**config.mk**
```make
export PLATFORM = sky130hd
export DESIGN_NAME = hd_sqrt
export DESIGN_NICKNAME = d
export VERILOG_FILES = /design/src/design/hd_pkg.sv /design/src/design/hd_sqrt.sv
export SDC_FILE = /design/constraint.sdc
export NUM_CORES = 2
export LEC_CHECK = 0
export ABC_CLOCK_PERIOD_IN_PS = 7200
export BUFFER_PORTS_ARGS = -buffer_cell sky130_fd_sc_hd__buf_2
export CORE_MARGIN = 2
export CORE_UTILIZATION = 55
export DETAILED_ROUTE_END_ITERATION = 16
export PLACE_DENSITY_LB_ADDON = 0.2
export SYNTH_ARGS = -nofsm -noshare
export SYNTH_HDL_FRONTEND = slang
export SYNTH_MEMORY_MAX_BITS = 65536
export SYNTH_SLANG_ARGS = --single-unit
```
**constraint.sdc**
```tcl
create_clock -name clk -period 7.2 [get_ports clk]
set_input_delay 1.44 -clock clk [delete_from_list [all_inputs] [get_ports clk]]
set_output_delay 1.44 -clock clk [all_outputs]
set_load 0.02 [all_outputs]
```
**src/design/hd_pkg.sv**
```systemverilog
package hd_pkg;

  // field widths
  localparam int COORD_W   = 32;
  localparam int HEAD_W    = 19;
  localparam int DIST_W    = 33;
  localparam int SRC_W     = 2;
  localparam int THR_W     = 16;
  localparam int THR_SQ_W  = 2 * THR_W;
  localparam int CFG_DW    = 32;
  localparam int CFG_AW    = 3;

  // internal widths
  localparam int DELTA_W   = COORD_W + 1;
  localparam int MAG_W     = COORD_W;
  localparam int SQ_W      = 2 * MAG_W;
  localparam int SUMSQ_W   = SQ_W + 1;
  localparam int VEC_W     = 64;
  localparam int NORM_PAD  = 29;
  localparam int ANG_BITS  = 30;
  localparam int ANG_W     = 32;
  localparam int FIX_W     = 34;

  // pipeline geometry
  localparam int FRONT_DEPTH = 4;
  localparam int SQRT_STEPS  = 33;
  localparam int ALIGN_DEPTH = FRONT_DEPTH + SQRT_STEPS;

  // angle constants, q.30
  localparam logic signed [FIX_W-1:0] PI_Q30 = 34'sd3373259426;
  localparam int ATAN_DEPTH = 32;
  localparam int ATAN_IDX_W = $clog2(ATAN_DEPTH);
  localparam logic [ANG_BITS-1:0] ATAN_Q30 [ATAN_DEPTH] = '{
    30'd843314856, 30'd497837829, 30'd263043836, 30'd133525158,
    30'd67021686,  30'd33543515,  30'd16775850,  30'd8388437,
    30'd4194282,   30'd2097149,   30'd1048575,   30'd524287,
    30'd262143,    30'd131071,    30'd65535,     30'd32767,
    30'd16383,     30'd8191,      30'd4095,      30'd2047,
    30'd1023,      30'd511,       30'd255,       30'd127,
    30'd63,        30'd31,        30'd15,        30'd7,
    30'd3,         30'd1,         30'd0,         30'd0
  };

  // register map
  localparam logic REG_NEAR = 1'b0;
  localparam logic REG_ZERO = 1'b1;
  localparam logic [THR_W-1:0] NEAR_RESET = 16'd655;
  localparam logic [THR_W-1:0] ZERO_RESET = 16'd7;

  // how the heading was chosen
  typedef enum logic [SRC_W-1:0] {
    SRC_ANGLE = 2'd0,
    SRC_KEPT  = 2'd1,
    SRC_ZERO  = 2'd2
  } src_t;

  // quadrant information for the angle fix-up
  typedef struct packed {
    logic dx_neg;
    logic dy_pos;
    logic dy_zero;
  } quad_t;

  // request side data that rides along the pipeline
  typedef struct packed {
    logic              has;
    logic [HEAD_W-1:0] heading;
  } side_t;

  // threshold compare results
  typedef struct packed {
    logic near;
    logic zero;
  } thr_flags_t;

endpackage

```
**src/design/hd_sqrt.sv**
```systemverilog
module hd_sqrt (
  input  logic                       clk,
  input  logic                       rst_n,
  input  logic                       in_valid,
  input  logic [hd_pkg::SUMSQ_W-1:0] radicand,
  output logic                       out_valid,
  output logic [hd_pkg::DIST_W-1:0]  root
);
  import hd_pkg::*;

  localparam int REM_W = DIST_W + 3;
  localparam int RAD_W = 2 * SQRT_STEPS;

  logic [SQRT_STEPS-1:0] vld_r;
  logic [DIST_W-1:0]     root_r   [SQRT_STEPS];
  logic [REM_W-1:0]      rem_r    [SQRT_STEPS];
  logic [RAD_W-1:0]      rad_r    [SQRT_STEPS];
  logic [DIST_W-1:0]     root_nxt [SQRT_STEPS];
  logic [REM_W-1:0]      rem_nxt  [SQRT_STEPS];
  logic [RAD_W-1:0]      rad_nxt  [SQRT_STEPS];

  // one root digit per stage, radicand consumed two bits at a time from the top
  always_comb begin
    logic [DIST_W-1:0] root_in;
    logic [REM_W-1:0]  rem_in, rem_sh, trial;
    logic [RAD_W-1:0]  rad_in;
    logic              fits;
    for (int i = 0; i < SQRT_STEPS; i++) begin
      if (i == 0) begin
        root_in = '0;
        rem_in  = '0;
        rad_in  = {1'b0, radicand};
      end else begin
        root_in = root_r[i-1];
        rem_in  = rem_r[i-1];
        rad_in  = rad_r[i-1];
      end
      rem_sh      = {rem_in[REM_W-3:0], rad_in[RAD_W-1 -: 2]};
      trial       = {1'b0, root_in, 2'b01};
      fits        = (rem_sh >= trial);
      rem_nxt[i]  = fits ? (rem_sh - trial) : rem_sh;
      root_nxt[i] = {root_in[DIST_W-2:0], fits};
      rad_nxt[i]  = {rad_in[RAD_W-3:0], 2'b00};
    end
  end

  always_ff @(posedge clk) begin
    for (int i = 0; i < SQRT_STEPS; i++) begin
      root_r[i] <= root_nxt[i];
      rem_r[i]  <= rem_nxt[i];
      rad_r[i]  <= rad_nxt[i];
    end
  end

  // valid bits
  always_ff @(posedge clk) begin
    if (!rst_n) begin
      vld_r <= '0;
    end else begin
      vld_r <= {vld_r[SQRT_STEPS-2:0], in_valid};
    end
  end

  assign out_valid = vld_r[SQRT_STEPS-1];
  assign root      = root_r[SQRT_STEPS-1];

  // the remainder of a floor root never exceeds twice the root
  a_rem_bound: assert property (@(posedge clk) disable iff (!rst_n)
    out_valid |-> rem_r[SQRT_STEPS-1] <= {2'b00, root_r[SQRT_STEPS-1], 1'b0})
    else $error("square root remainder out of bound");

endmodule

```
== Word-level counts from Yosys, hierarchy flattened ==
Memory sizes are Yosys's and may differ from the RTL's.
Cells that the tools add are included.
Storage, ports and cells
  register bits after elaboration: 33
  memory bits (writable): 4389
  bits of input ports: 68
  output and inout bits: 34
  word-level logic and storage cells: 103
  memories kept: 3
Memories
  rad_r: depth 33, width 64, rd ports 32, clocked after memory_dff 0, write ports 33, RTL line hd_sqrt.sv:17  | logic [RAD_W-1:0] rad_r [SQRT_STEPS];
  rem_r: depth 33, width 36, rd ports 32, clocked after memory_dff 0, write ports 33, RTL line hd_sqrt.sv:16  | logic [REM_W-1:0] rem_r [SQRT_STEPS];
  root_r: depth 33, width 33, rd ports 33, clocked after memory_dff 0, write ports 33, RTL line hd_sqrt.sv:15  | logic [DIST_W-1:0] root_r [SQRT_STEPS];
Cells by class
  add/subtract/negate cells: 33
  $lt $le $gt $ge: 33
  muxes and demuxes: 33
Operator list (number)
  36-bit 2-to-1 mux: 33
  36-bit by 35-bit greater-or-equal comparator with 1-bit output: 32
  36-bit by 35-bit subtractor with 36-bit output: 32
  1-bit by 1-bit subtractor with 2-bit output, second input constant: 1
  1-bit greater-or-equal comparator, second input constant: 1

== Depth between registers and ports, before layout ==
An unclocked memory read counts as a cell.
  word-level depth: 3
  mapped depth: 15
  gate-level depth less buffers: 13

== Worst setup path before layout ==
No wires, ideal clock.
  path type: register to register
  start point: memory rem_r[0][189] in the netlist's numbering
  end point: memory rem_r[0][240] in the netlist's numbering
  setup time: 0.127 ns
  arrival time: 3.888 ns
  data required time: 7.073 ns
  setup slack: 3.184 ns
  cell stages (with the launch flop): 14
  buffers on the path: 3
  period minus slack after synthesis: 4.016 ns
  cell sequence: dfxtp_1 or4_1 or4b_1 buf_2 or4_4 nand2b_4 or4_1 or3_4 a2111oi_4 buf_4 a2111o_1 buf_4 nor3_1 xor2_1
RTL lines (RTL line)
  start: declaration: hd_sqrt.sv:16

==> out/results.txt <==
run status - finished clean
Final Setup Violations - 0
Post-synth ARST share - 0%
Worst Skew - 50.30 ps
Die H - 423.9 um
Row Count - 154
first-pass GRT wire length - 321800 um
CP peak stage delay - 910 ps
DR pass1 iterations - 7
Cell variety after synth - 85
Yosys reg bits - 2682
Die Wd - 423.9 um
via count - 64550
gpl congestion - 0.9015
critical path class - flop to flop
unrepaired setup endpoints after global routing - no
clk slew on worst S/H paths - 60 ps
vias in the first global route - 63950
Period minus WS final - 4923 ps
met2 usage - 38.87%
htree depth - 5
Hold Startpoint - rad_r[0][1464]
die area - 179700 sq um
hold-fix buffers at CTS - 0
GRT Total Usage - 21.78%
clk root buf - clkbuf_16
Worst-Skew Late Latency - 920 ps
Tightest Hold Check Type - flop to flop
Synth Cell Area - 96990 sq um
worst path cell trace - or4_1, or4b_1, or4_4, nand2b_4, or4_1, or3_4, a2111oi_4, or3_1, nor2_1, xor2_1
RR Startpoint - rem_r[0][189]
drt total wl - 198600 um
detailed-route wire length per cell - 16.23 um
IO Port Bufs - 101
Most Frequent Cell on Critical Path - or4_1
Leak Pwr - 51.64 nW
Relative slew margins - 20.93%
Syn Area/Cell - 10.24 sq um
crit path max fanout - 20
FMAX - 0.2031 GHz
initial antenna violation count - 1
most used flip-flop cell after synthesis - dfxtp_1
Residual DRC - 0
proportion of synthesized chip area in sequential cells - 55.36%
crit end category - flop
crit path max-delay cell type - a2111oi_4
post-route setup TNS - 0 ps
Worst EP required - 7970 ps
most frequent cells in the layout - 2682 x dfxtp_1, 751 x inv_1, 626 x nand2_1
CTS buffer count - 286
I/O Pins - 102
Starting Density - 55.19%
Fin. Hold Viols - 0
clk sink count - 2682
share of cells above drive strength 1 - 7.773%
Via-to-Cell Ratio - 5.277
CORE AREA - 175700 sq um
gr busiest metal - met2
Synth Instances - 9471
ant diodes - 0
TritonCTS clock tree - built
EDFF count, synth - 0
crit path launch type - flop
# resized after CTS - 0
Yosys Warn Count - 0
Util after Layout - 62.26%
Final ANT Viol Nets - 0
grt total ovfl - 0
number of DRC markers in iteration 0 - 3488
Clock Path Buffers - 4
CP arrival - 5690 ps
grt met3 use - 3.147%
most common cell after layout, fill and taps aside - dfxtp_1
Setup Fix Bufs, Post-CTS - 0
worst vdd ir - 0.3006 mV
Pwr per Cell Area - 357.3 nW/um^2
HPWL Detailed - 148100 um
met1 Use GR - 26.27%
Max Cap Violations - 0
Final period util - 68.37%
syn nets - 10130
Slew @ Worst Pin - 1168 ps
max-slew violations - 0
largest net degree at the start of global routing - 62
launch point of the worst path - rem_r[0][189]
Layout area overhead - 12.81%
nets@finish - 10360
## path summary, 6_finish.rpt
kind | to | slack, ps | cells past startpoint
max reg2reg | rem_r[0][235] | 2280 | 10
max | rem_r[0][235] | 2280 | 10
min reg2reg | rad_r[0][1530] | 300 | 0
min | rad_r[0][1530] | 300 | 0
## sequential cells by signal (all words and copies together), names as in the netlist
| signal | flops |
|---|---|
| vld_r | 33 |
| rem_r | 1032 |
| root_r | 561 |
| rad_r | 1056 |
## power breakdown
group          switching, mW  internal, mW  total (mW)
combinational           3.12          2.60        5.72
sequential              1.66          17.1        18.8
clock                   5.64          8.93        14.6
total                   10.4          28.7        39.1
## routing by layer
metal	wire length (um)	up-vias
li1	-	32770
met1	86780	30110
met2	97650	1188
met3	7011	478
met4	7136	0
met5	0	-
## synthesized netlist by cell type, drive strengths merged, types with 53 or more instances
library cell	n	area share (%)
o21ai	502	2.6
xnor2	416	3.8
nor2b	82	0.53
a21o	259	2.0
clkbuf	165	0.64
dfxtp	2682	55
and2	58	0.37
a21oi	574	3.0
nor4	136	0.88
nand2	626	2.4
or3	91	0.59
nand3	136	0.70
nand2b	107	0.70
nor3	232	1.2
o21a	109	0.84
a31oi	58	0.37
ha	594	7.7
inv	751	2.9
mux2	107	1.2
and3	53	0.34
nand4	97	0.63
nor2	570	2.2
o21bai	66	0.51
xor2	452	4.1
## through the flow
stage	worst slack (ps)	power (mW)	hold WS, ps	cells	area, sq um
after global placement	2327	24.64	309.5	11750	99920
final	2277	39.09	297.5	12230	109400
after global routing	2053	40.98	299.6	12230	109400
after CTS	2298	39.48	297.5	12230	109400
after floorplan	3184	23.00	309.6	9471	96990
after detailed placement	2323	24.77	312.1	11750	99920
## cells by family (layout without fill, tap and decap cells)
group	Yosys count	in the layout	synth area share (%)
flops	2682	2682	55.36
simple gates	2379	2379	12.06
compound gates	1895	1895	12.12
buf+inv	939	1361	3.650
xor+xnor	868	868	7.839
fa+ha+maj	594	594	7.663
mux	113	113	1.304
other cells	1	1	0.003867
## area by class of cell
cell class	instances	area [sq um]
sequential	2682	53690
timing repair buffer	122	663.1
clock buffer	374	8044
tap	2340	2928
inverter	752	2823
multi-input combinational	5850	39810
fill	14440	66320
clock inverter	113	1446
## critical path: cells and delay by family (launching register included)
kind	cells	cell delay, ps
AND/OR/NAND/NOR	8	3410
XOR/XNOR	1	160
AO/OA/AOI/OAI	1	910
flip-flops	1	320
Power figures use the tool's default switching activity.
