--- src/design/hd_pkg.sv ---
package hd_pkg;

  // field widths
  localparam int COORD_W   = 32;
  localparam int HEAD_W    = 19;
  localparam int DIST_W    = 33;
  localparam int SRC_W     = 2;
  localparam int THR_W     = 16;
  localparam int THR_SQ_W  = 2 * THR_W;
  localparam int CFG_DW    = 32;
  localparam int CFG_AW    = 3;

  // internal widths
  localparam int DELTA_W   = COORD_W + 1;
  localparam int MAG_W     = COORD_W;
  localparam int SQ_W      = 2 * MAG_W;
  localparam int SUMSQ_W   = SQ_W + 1;
  localparam int VEC_W     = 64;
  localparam int NORM_PAD  = 29;
  localparam int ANG_BITS  = 30;
  localparam int ANG_W     = 32;
  localparam int FIX_W     = 34;

  // pipeline geometry
  localparam int FRONT_DEPTH = 4;
  localparam int SQRT_STEPS  = 33;
  localparam int ALIGN_DEPTH = FRONT_DEPTH + SQRT_STEPS;

  // angle constants, q.30
  localparam logic signed [FIX_W-1:0] PI_Q30 = 34'sd3373259426;
  localparam int ATAN_DEPTH = 32;
  localparam int ATAN_IDX_W = $clog2(ATAN_DEPTH);
  localparam logic [ANG_BITS-1:0] ATAN_Q30 [ATAN_DEPTH] = '{
    30'd843314856, 30'd497837829, 30'd263043836, 30'd133525158,
    30'd67021686,  30'd33543515,  30'd16775850,  30'd8388437,
    30'd4194282,   30'd2097149,   30'd1048575,   30'd524287,
    30'd262143,    30'd131071,    30'd65535,     30'd32767,
    30'd16383,     30'd8191,      30'd4095,      30'd2047,
    30'd1023,      30'd511,       30'd255,       30'd127,
    30'd63,        30'd31,        30'd15,        30'd7,
    30'd3,         30'd1,         30'd0,         30'd0
  };

  // register map
  localparam logic REG_NEAR = 1'b0;
  localparam logic REG_ZERO = 1'b1;
  localparam logic [THR_W-1:0] NEAR_RESET = 16'd655;
  localparam logic [THR_W-1:0] ZERO_RESET = 16'd7;

  // how the heading was chosen
  typedef enum logic [SRC_W-1:0] {
    SRC_ANGLE = 2'd0,
    SRC_KEPT  = 2'd1,
    SRC_ZERO  = 2'd2
  } src_t;

  // quadrant information for the angle fix-up
  typedef struct packed {
    logic dx_neg;
    logic dy_pos;
    logic dy_zero;
  } quad_t;

  // request side data that rides along the pipeline
  typedef struct packed {
    logic              has;
    logic [HEAD_W-1:0] heading;
  } side_t;

  // threshold compare results
  typedef struct packed {
    logic near;
    logic zero;
  } thr_flags_t;

endpackage

--- src/design/hd_cordic.sv ---
module hd_cordic #(
  parameter int CORDIC_STAGES = 20,
  parameter int FRAC_BITS     = 16
) (
  input  logic                             clk,
  input  logic                             rst_n,
  input  logic                             in_valid,
  input  logic [hd_pkg::MAG_W-1:0]         mag_x,
  input  logic [hd_pkg::MAG_W-1:0]         mag_y,
  input  hd_pkg::quad_t                    quad,
  output logic signed [hd_pkg::HEAD_W-1:0] heading
);
  import hd_pkg::*;

  localparam int SH = ANG_BITS - FRAC_BITS;
  localparam logic signed [FIX_W-1:0] HALF        = FIX_W'(2 ** (SH - 1));
  localparam logic signed [FIX_W-1:0] BASE_PLAIN  = HALF;
  localparam logic signed [FIX_W-1:0] BASE_PI     = PI_Q30 + HALF;
  localparam logic signed [FIX_W-1:0] BASE_NEG_PI = HALF - PI_Q30;
  localparam logic signed [ANG_W-1:0] HALF_PI_Q30 = 32'sd1686629713;
  localparam logic signed [ANG_W-1:0] Z_SLACK     = 32'sd2097152;

  logic [CORDIC_STAGES-1:0]  vld_r;
  logic signed [VEC_W-1:0]   x_r   [CORDIC_STAGES];
  logic signed [VEC_W-1:0]   y_r   [CORDIC_STAGES];
  logic signed [ANG_W-1:0]   z_r   [CORDIC_STAGES];
  quad_t                     quad_r[CORDIC_STAGES];
  logic signed [VEC_W-1:0]   x_nxt [CORDIC_STAGES];
  logic signed [VEC_W-1:0]   y_nxt [CORDIC_STAGES];
  logic signed [ANG_W-1:0]   z_nxt [CORDIC_STAGES];
  logic signed [ANG_W-1:0]   th;
  quad_t                     qd;
  logic signed [FIX_W-1:0]   base, th_ext, term, sum, rounded;
  logic                      neg_th, use_th;
  logic signed [HEAD_W-1:0]  head_r;

  // vectoring micro-rotations, one per stage
  always_comb begin
    logic signed [VEC_W-1:0] xi, yi, xs, ys;
    logic signed [ANG_W-1:0] zi, ang;
    for (int i = 0; i < CORDIC_STAGES; i++) begin
      if (i == 0) begin
        xi = {{(VEC_W - MAG_W - NORM_PAD){1'b0}}, mag_x, {NORM_PAD{1'b0}}};
        yi = {{(VEC_W - MAG_W - NORM_PAD){1'b0}}, mag_y, {NORM_PAD{1'b0}}};
        zi = '0;
      end else begin
        xi = x_r[i-1];
        yi = y_r[i-1];
        zi = z_r[i-1];
      end
      xs  = xi >>> i;
      ys  = yi >>> i;
      ang = $signed({{(ANG_W - ANG_BITS){1'b0}}, ATAN_Q30[ATAN_IDX_W'(i)]});
      if (!yi[VEC_W-1]) begin
        x_nxt[i] = xi + ys;
        y_nxt[i] = yi - xs;
        z_nxt[i] = zi + ang;
      end else begin
        x_nxt[i] = xi - ys;
        y_nxt[i] = yi + xs;
        z_nxt[i] = zi - ang;
      end
    end
  end

  always_ff @(posedge clk) begin
    quad_r[0] <= quad;
    for (int i = 0; i < CORDIC_STAGES; i++) begin
      x_r[i] <= x_nxt[i];
      y_r[i] <= y_nxt[i];
      z_r[i] <= z_nxt[i];
    end
    for (int i = 1; i < CORDIC_STAGES; i++) begin
      quad_r[i] <= quad_r[i-1];
    end
  end

  // valid bits
  always_ff @(posedge clk) begin
    if (!rst_n) begin
      vld_r <= '0;
    end else begin
      vld_r <= {vld_r[CORDIC_STAGES-2:0], in_valid};
    end
  end

  // quadrant fix-up and rounding folded into one adder with carry-in
  assign th = z_r[CORDIC_STAGES-1];
  assign qd = quad_r[CORDIC_STAGES-1];

  always_comb begin
    base   = BASE_PLAIN;
    neg_th = 1'b0;
    use_th = 1'b1;
    if (qd.dy_pos) begin
      if (qd.dx_neg) begin
        base   = BASE_PI;
        neg_th = 1'b1;
      end
    end else if (qd.dx_neg) begin
      base = BASE_NEG_PI;
      // negative x axis gives exactly -pi
      if (qd.dy_zero) begin
        use_th = 1'b0;
      end
    end else begin
      neg_th = 1'b1;
    end
    th_ext  = use_th ? FIX_W'(th) : '0;
    term    = neg_th ? ~th_ext : th_ext;
    sum     = base + term + $signed({{(FIX_W-1){1'b0}}, neg_th});
    rounded = sum >>> SH;
  end

  always_ff @(posedge clk) begin
    head_r <= rounded[HEAD_W-1:0];
  end

  assign heading = head_r;

  // first-quadrant angle of a nonzero vector stays within a hair of [0, pi/2]
  a_angle_range: assert property (@(posedge clk) disable iff (!rst_n)
    vld_r[CORDIC_STAGES-1] && (x_r[CORDIC_STAGES-1] != '0) |->
      (th >= -Z_SLACK) && (th <= HALF_PI_Q30 + Z_SLACK))
    else $error("cordic angle outside the first quadrant");

endmodule
--- config.mk ---
export PLATFORM = sky130hd
export DESIGN_NAME = hd_cordic
export DESIGN_NICKNAME = d
export VERILOG_FILES = /design/src/design/hd_pkg.sv /design/src/design/hd_cordic.sv
export SDC_FILE = /design/constraint.sdc
export NUM_CORES = 1
export LEC_CHECK = 0
export ABC_AREA = 1
export BUFFER_PORTS_ARGS = -buffer_cell sky130_fd_sc_hd__buf_2
export CELL_PAD_IN_SITES_DETAIL_PLACEMENT = 1
export CELL_PAD_IN_SITES_GLOBAL_PLACEMENT = 1
export CORE_ASPECT_RATIO = 1.75
export CORE_MARGIN = 1
export CORE_UTILIZATION = 25
export CTS_CLUSTER_DIAMETER = 60
export DETAILED_ROUTE_END_ITERATION = 6
export GPL_TIMING_DRIVEN = 0
export PLACE_DENSITY_LB_ADDON = 0.1
export SYNTH_ARGS = -nofsm -noshare
export SYNTH_HDL_FRONTEND = slang
export SYNTH_SLANG_ARGS = --single-unit
--- constraint.sdc ---
create_clock -name clk -period 0.9 [get_ports clk]
set_clock_uncertainty 0.05 [all_clocks]
set_input_delay 0.18 -clock clk [delete_from_list [all_inputs] [get_ports clk]]
set_output_delay 0.18 -clock clk [all_outputs]
set_load 0.005 [all_outputs]
# Word level (Yosys, flattened, before mapping)
# Memory sizes are Yosys's and may differ from the RTL's.
# Cells that the tools add are included.
# op_classes
bitwise	1
mux	64
n_addsub	110
# op_table
op	count
64-bit two-way mux	38
32-bit two-way mux	16
33-bit two-way mux	4
64-bit by 45-bit adder with 64-bit output	2
64-bit by 46-bit adder with 64-bit output	2
64-bit by 47-bit adder with 64-bit output	2
64-bit by 48-bit adder with 64-bit output	2
64-bit by 49-bit adder with 64-bit output	2
64-bit by 50-bit adder with 64-bit output	2
64-bit by 51-bit adder with 64-bit output	2
64-bit by 52-bit adder with 64-bit output	2
64-bit by 53-bit adder with 64-bit output	2
64-bit by 54-bit adder with 64-bit output	2
64-bit by 55-bit adder with 64-bit output	2
64-bit by 56-bit adder with 64-bit output	2
64-bit by 57-bit adder with 64-bit output	2
64-bit by 58-bit adder with 64-bit output	2
64-bit by 59-bit adder with 64-bit output	2
64-bit by 60-bit adder with 64-bit output	2
64-bit by 61-bit adder with 64-bit output	2
64-bit by 62-bit adder with 64-bit output	2
64-bit by 63-bit adder with 64-bit output	2
64-bit by 45-bit subtractor with 64-bit output	2
64-bit by 46-bit subtractor with 64-bit output	2
53 further kinds	75
# word_totals
in_bits	70
elab_cells	180
reg_bits	19
n_memories	4
output_inout_bits	19
mem_bits_rw	3260
# mem_list
name	words	word_bits	read_ports	rd_ports_with_merged_regs	write_ports	line_no	text
x_r	20	64	19	0	20	hd_cordic.sv:24	logic signed [VEC_W-1:0] x_r [CORDIC_STAGES];
y_r	20	64	19	0	20	hd_cordic.sv:25	logic signed [VEC_W-1:0] y_r [CORDIC_STAGES];
z_r	20	32	16	0	20	hd_cordic.sv:26	logic signed [ANG_W-1:0] z_r [CORDIC_STAGES];
quad_r	20	3	20	0	20	hd_cordic.sv:27	quad_t quad_r[CORDIC_STAGES];

# Logic depth before layout (Yosys ltp)
# An unclocked memory read counts as a cell.
# depth
ltp_word	9
mapped_depth	2
mapped_depth_nobuf	2

# Worst setup path after synthesis
# Ideal clock, no wire load.
# synth_path
kind	reg2out
startpoint	register heading[17] (netlist name)
endpoint	output port heading[10] (netlist bit)
required_ns	0.670
n_path_buf	1
slack_ns	0.084
t_arrival_ns	0.586
stages_incl_launch_ff	2
cell_sequence	dfxtp_1 > buf_4
# synth_lines
element	line_no	text
end: declaration	hd_cordic.sv:11	output logic signed [hd_pkg::HEAD_W-1:0] heading

# Worst setup path after layout
# layout_path
startpoint	register head_r[15], in the netlist heading[15]
endpoint	output port heading[15] (netlist bit)
# layout_lines
element	line_no	text
start: declaration	hd_cordic.sv:35	logic signed [HEAD_W-1:0] head_r;
start signal: assignment	hd_cordic.sv:116	head_r <= rounded[HEAD_W-1:0];
# No word-level cell between the ends.

==> results_dict.tcl <==
set metrics [dict create \
    grtUsageTotal_pct 6.640 \
    synthTopCellsByArea "dfxtp_1 86%, buf_4 12%, inv_1 0.75%, nor2_2 0.63%, nand2_1 0.38%" \
    htree_levels 2 \
    cts_made_buffers 5 \
    ys_seq_area_share_pct 86.22 \
    finalHoldViolations 0 \
    crit_required_ns 0.67 \
    drtAntennaViolNets 0 \
    async_reset_ff_share_pct 0 \
    syn_to_final_growth_pct 29.95 \
    fin_crit_sh_pct 126.4 \
    initialDrtViolationCount 3 \
    ys_top_cells_by_count "43 x dfxtp_1, 16 x buf_4, 2 x inv_1, 1 x nand2_1, 1 x nor2_2" \
    hold_path.class "reg2reg" \
    max-vdd-ir-drop_v 0.001182 \
    synth-edff-count 0 \
    crit_buf_inv 2 \
    slowest_delay_ns 0.37 \
    grt_pass1_wl_um 1932 \
    p_leak_uw 0.0006230 \
    fin_nets 163 \
    synth_top_area_cell "dfxtp_1" \
    die_x_um 49.77 \
    synth_area_per_cell_um2 15.85 \
    rows 30 \
    worstSetupPathType "reg2out" \
    synth_most_common_cell "dfxtp_1" \
    holdWs_ns 0.2732 \
    post-place-cells 132 \
    status "finished, violations left" \
    start_util_pct 25.83 \
    cp-end-kind "primary output" \
    vias 481 \
    io_buffers 21 \
    maxCapViolations 0 \
    synth_cells 63 \
    crit_chain "buf_4, buf_2" \
    violations "negative setup slack" \
    syn-cell-area_um2 998.5 \
    hold_start "quad_r[9][1]$_DFF_P_" \
    dp_slack_ns -0.05139 \
    slew_viol_final 0 \
    worstReg2RegEnd "heading[17]$_DFF_P_" \
    clk_path_buf_depth 2 \
    fin_crit_ns 1.138 \
    post_drt_wl_per_cell_um 8.556 \
    viasPerCell 3.387 \
    fill_cells 431 \
    grt_max_degree 15 \
    reg2reg_from "quad_r[9][5]$_DFF_P_" \
    clock.fmax_mhz 878.9 \
    io_pins 89 \
    grt_overflow 0 \
    worstMarginPinSlew_ns 0.09916 \
    cts.sinks 43 \
    path_max_fanout 9 \
    rr_worst_depth 2 \
    post_cts_buffers 0 \
    first_pass_iters 2 \
    die_area_um2 4260 \
    whs_path_depth 0 \
    grt_pass1_vias 440 \
    rsz0062_at_grt "true" \
    path_clk_slew_ns 0.08 \
    hpwl_um 792.8 \
    place.gp.congestion 0.5559 \
    drc_errors 0 \
    setup_viol 19 \
    synth_ff_type "dfxtp_1" \
    start_kind "flip-flop" \
    timing.final.ws_setup_ns -0.2377 \
    antenna_found_initial 0 \
    synth_seq_cells 43 \
    ys_warn_count 0 \
    instances_no_fill 142 \
    drive_above_1_share_pct 51.06 \
    netlist-cell-type-count 5 \
    power_density_nw_per_um2 2604 \
    cp_top_family "flip-flops" \
    max_slew_margin_pct 93.38 \
    fp.dieH_um 85.60 \
    hold_end "quad_r[9][4]$_DFF_P_" \
    tritoncts "done" \
    regToRegSetupSlack_ns 0.33 \
    clk_latency_ns 0.29 \
    routed_wirelength_um 1215 \
    cp_slowest_cell "dfxtp_4" \
    synth_top_area_share_pct 86.22 \
    root_buffer "clkbuf_8" \
    n_antenna_cell 0 \
    core-area_um2 3866 \
    syn_nets 133 \
    critPathArrivalTime_ns 0.91 \
]
sequential cells by signal, indices dropped and copies added, names as in the netlist:
register and cells:
heading 3, quad_r 40
stage by stage:
| step | setup TNS (ns) | power, uW | utilization (%) | instance area (um2) |
|---|---|---|---|---|
| 4_1_cts | -4.298 | 3443 | 33.30 | 1287 |
| 5_1_grt | -4.781 | 3554 | 33.56 | 1297 |
| 3_5_place_dp | -0.7164 | 2192 | 30.10 | 1164 |
| 6_report | -3.957 | 3379 | 33.56 | 1297 |
| 3_3_place_gp | -0.3990 | 2189 | 30.10 | 1164 |
| 2_1_floorplan | 0 | 2131 | - | 998.5 |
worst register-to-register path: cells and delay by family, from the launching register on:
kind / cells / cell delay [ns]
buf+inv: 1 / 0.03
flops: 1 / 0.32
simple gates: 1 / 0.07
worst max path at each step:
stage | start | endpoint | slack [ns] | cells past startpoint
floorplan | heading[17]$_DFF_P_ | heading[10] | 0.08 | 1
global placement | heading[15]$_DFF_P_ | heading[9] | -0.03 | 2
detailed placement | heading[17]$_DFF_P_ | heading[3] | -0.05 | 2
CTS | heading[15]$_DFF_P_ | heading[7] | -0.26 | 2
global route | heading[15]$_DFF_P_ | heading[15] | -0.29 | 2
finish | heading[15]$_DFF_P_ | heading[15] | -0.24 | 2
cell families after synthesis:
family	count (synthesis)	synth area share, %
buf+inv	18	12.78
flops	43	86.22
simple gates	2	1.003
cell type report:
type,count,area [um2],share of cell area [%]
inverter,2,7.507,0.5786
clock inverter,2,13.76,1.061
timing repair buffer,23,131.4,10.13
sequential,43,868.3,66.92
multi-input combinational,2,10.01,0.7715
tap,48,60.06,4.629
buffer,16,123.9,9.547
clock buffer,6,82.58,6.365
report_power, final:
part           internal [uW]  total [uW]  switching (uW)  leakage, uW
clock network            626        1230             599    0.0000516
registers               2000        2040            34.1     0.000364
logic                   84.6         118            33.9     0.000208
total                   2710        3380             667     0.000623
per-layer routing:
metal  share of wire, %  wire length (um)  GRT usage [%]  vias to the layer above
met1                 38               461          5.556                      234
met2                 53               640          10.69                       11
met4                3.6                44          5.455                        0
li1                   -                 -              -                      231
met3                5.6                68          4.255                        5
met5                  0                 0              0                        -
cell usage in the layout, fill, tap and decap left out:
cell / Yosys / layout
dfxtp_1: 43 / 41
buf_4: 16 / 15
clkinv_2: 0 / 1
nand2_1: 1 / 1
dfxtp_4: 0 / 2
clkbuf_8: 0 / 6
inv_1: 2 / 2
buf_6: 0 / 2
buf_2: 0 / 20
nor2_2: 1 / 1
inv_6: 0 / 1
dlygate4sd3_1: 0 / 2
repair_timing:
item | in CTS | in global routing
setup endpoints to repair | 19 | 19
hold buffers | 2 | 0
hold endpoints to repair | 2 | 0
resized for setup | 4 | 2
cloned | 0 | 0
Note: power is estimated with default switching activity, not from simulation.
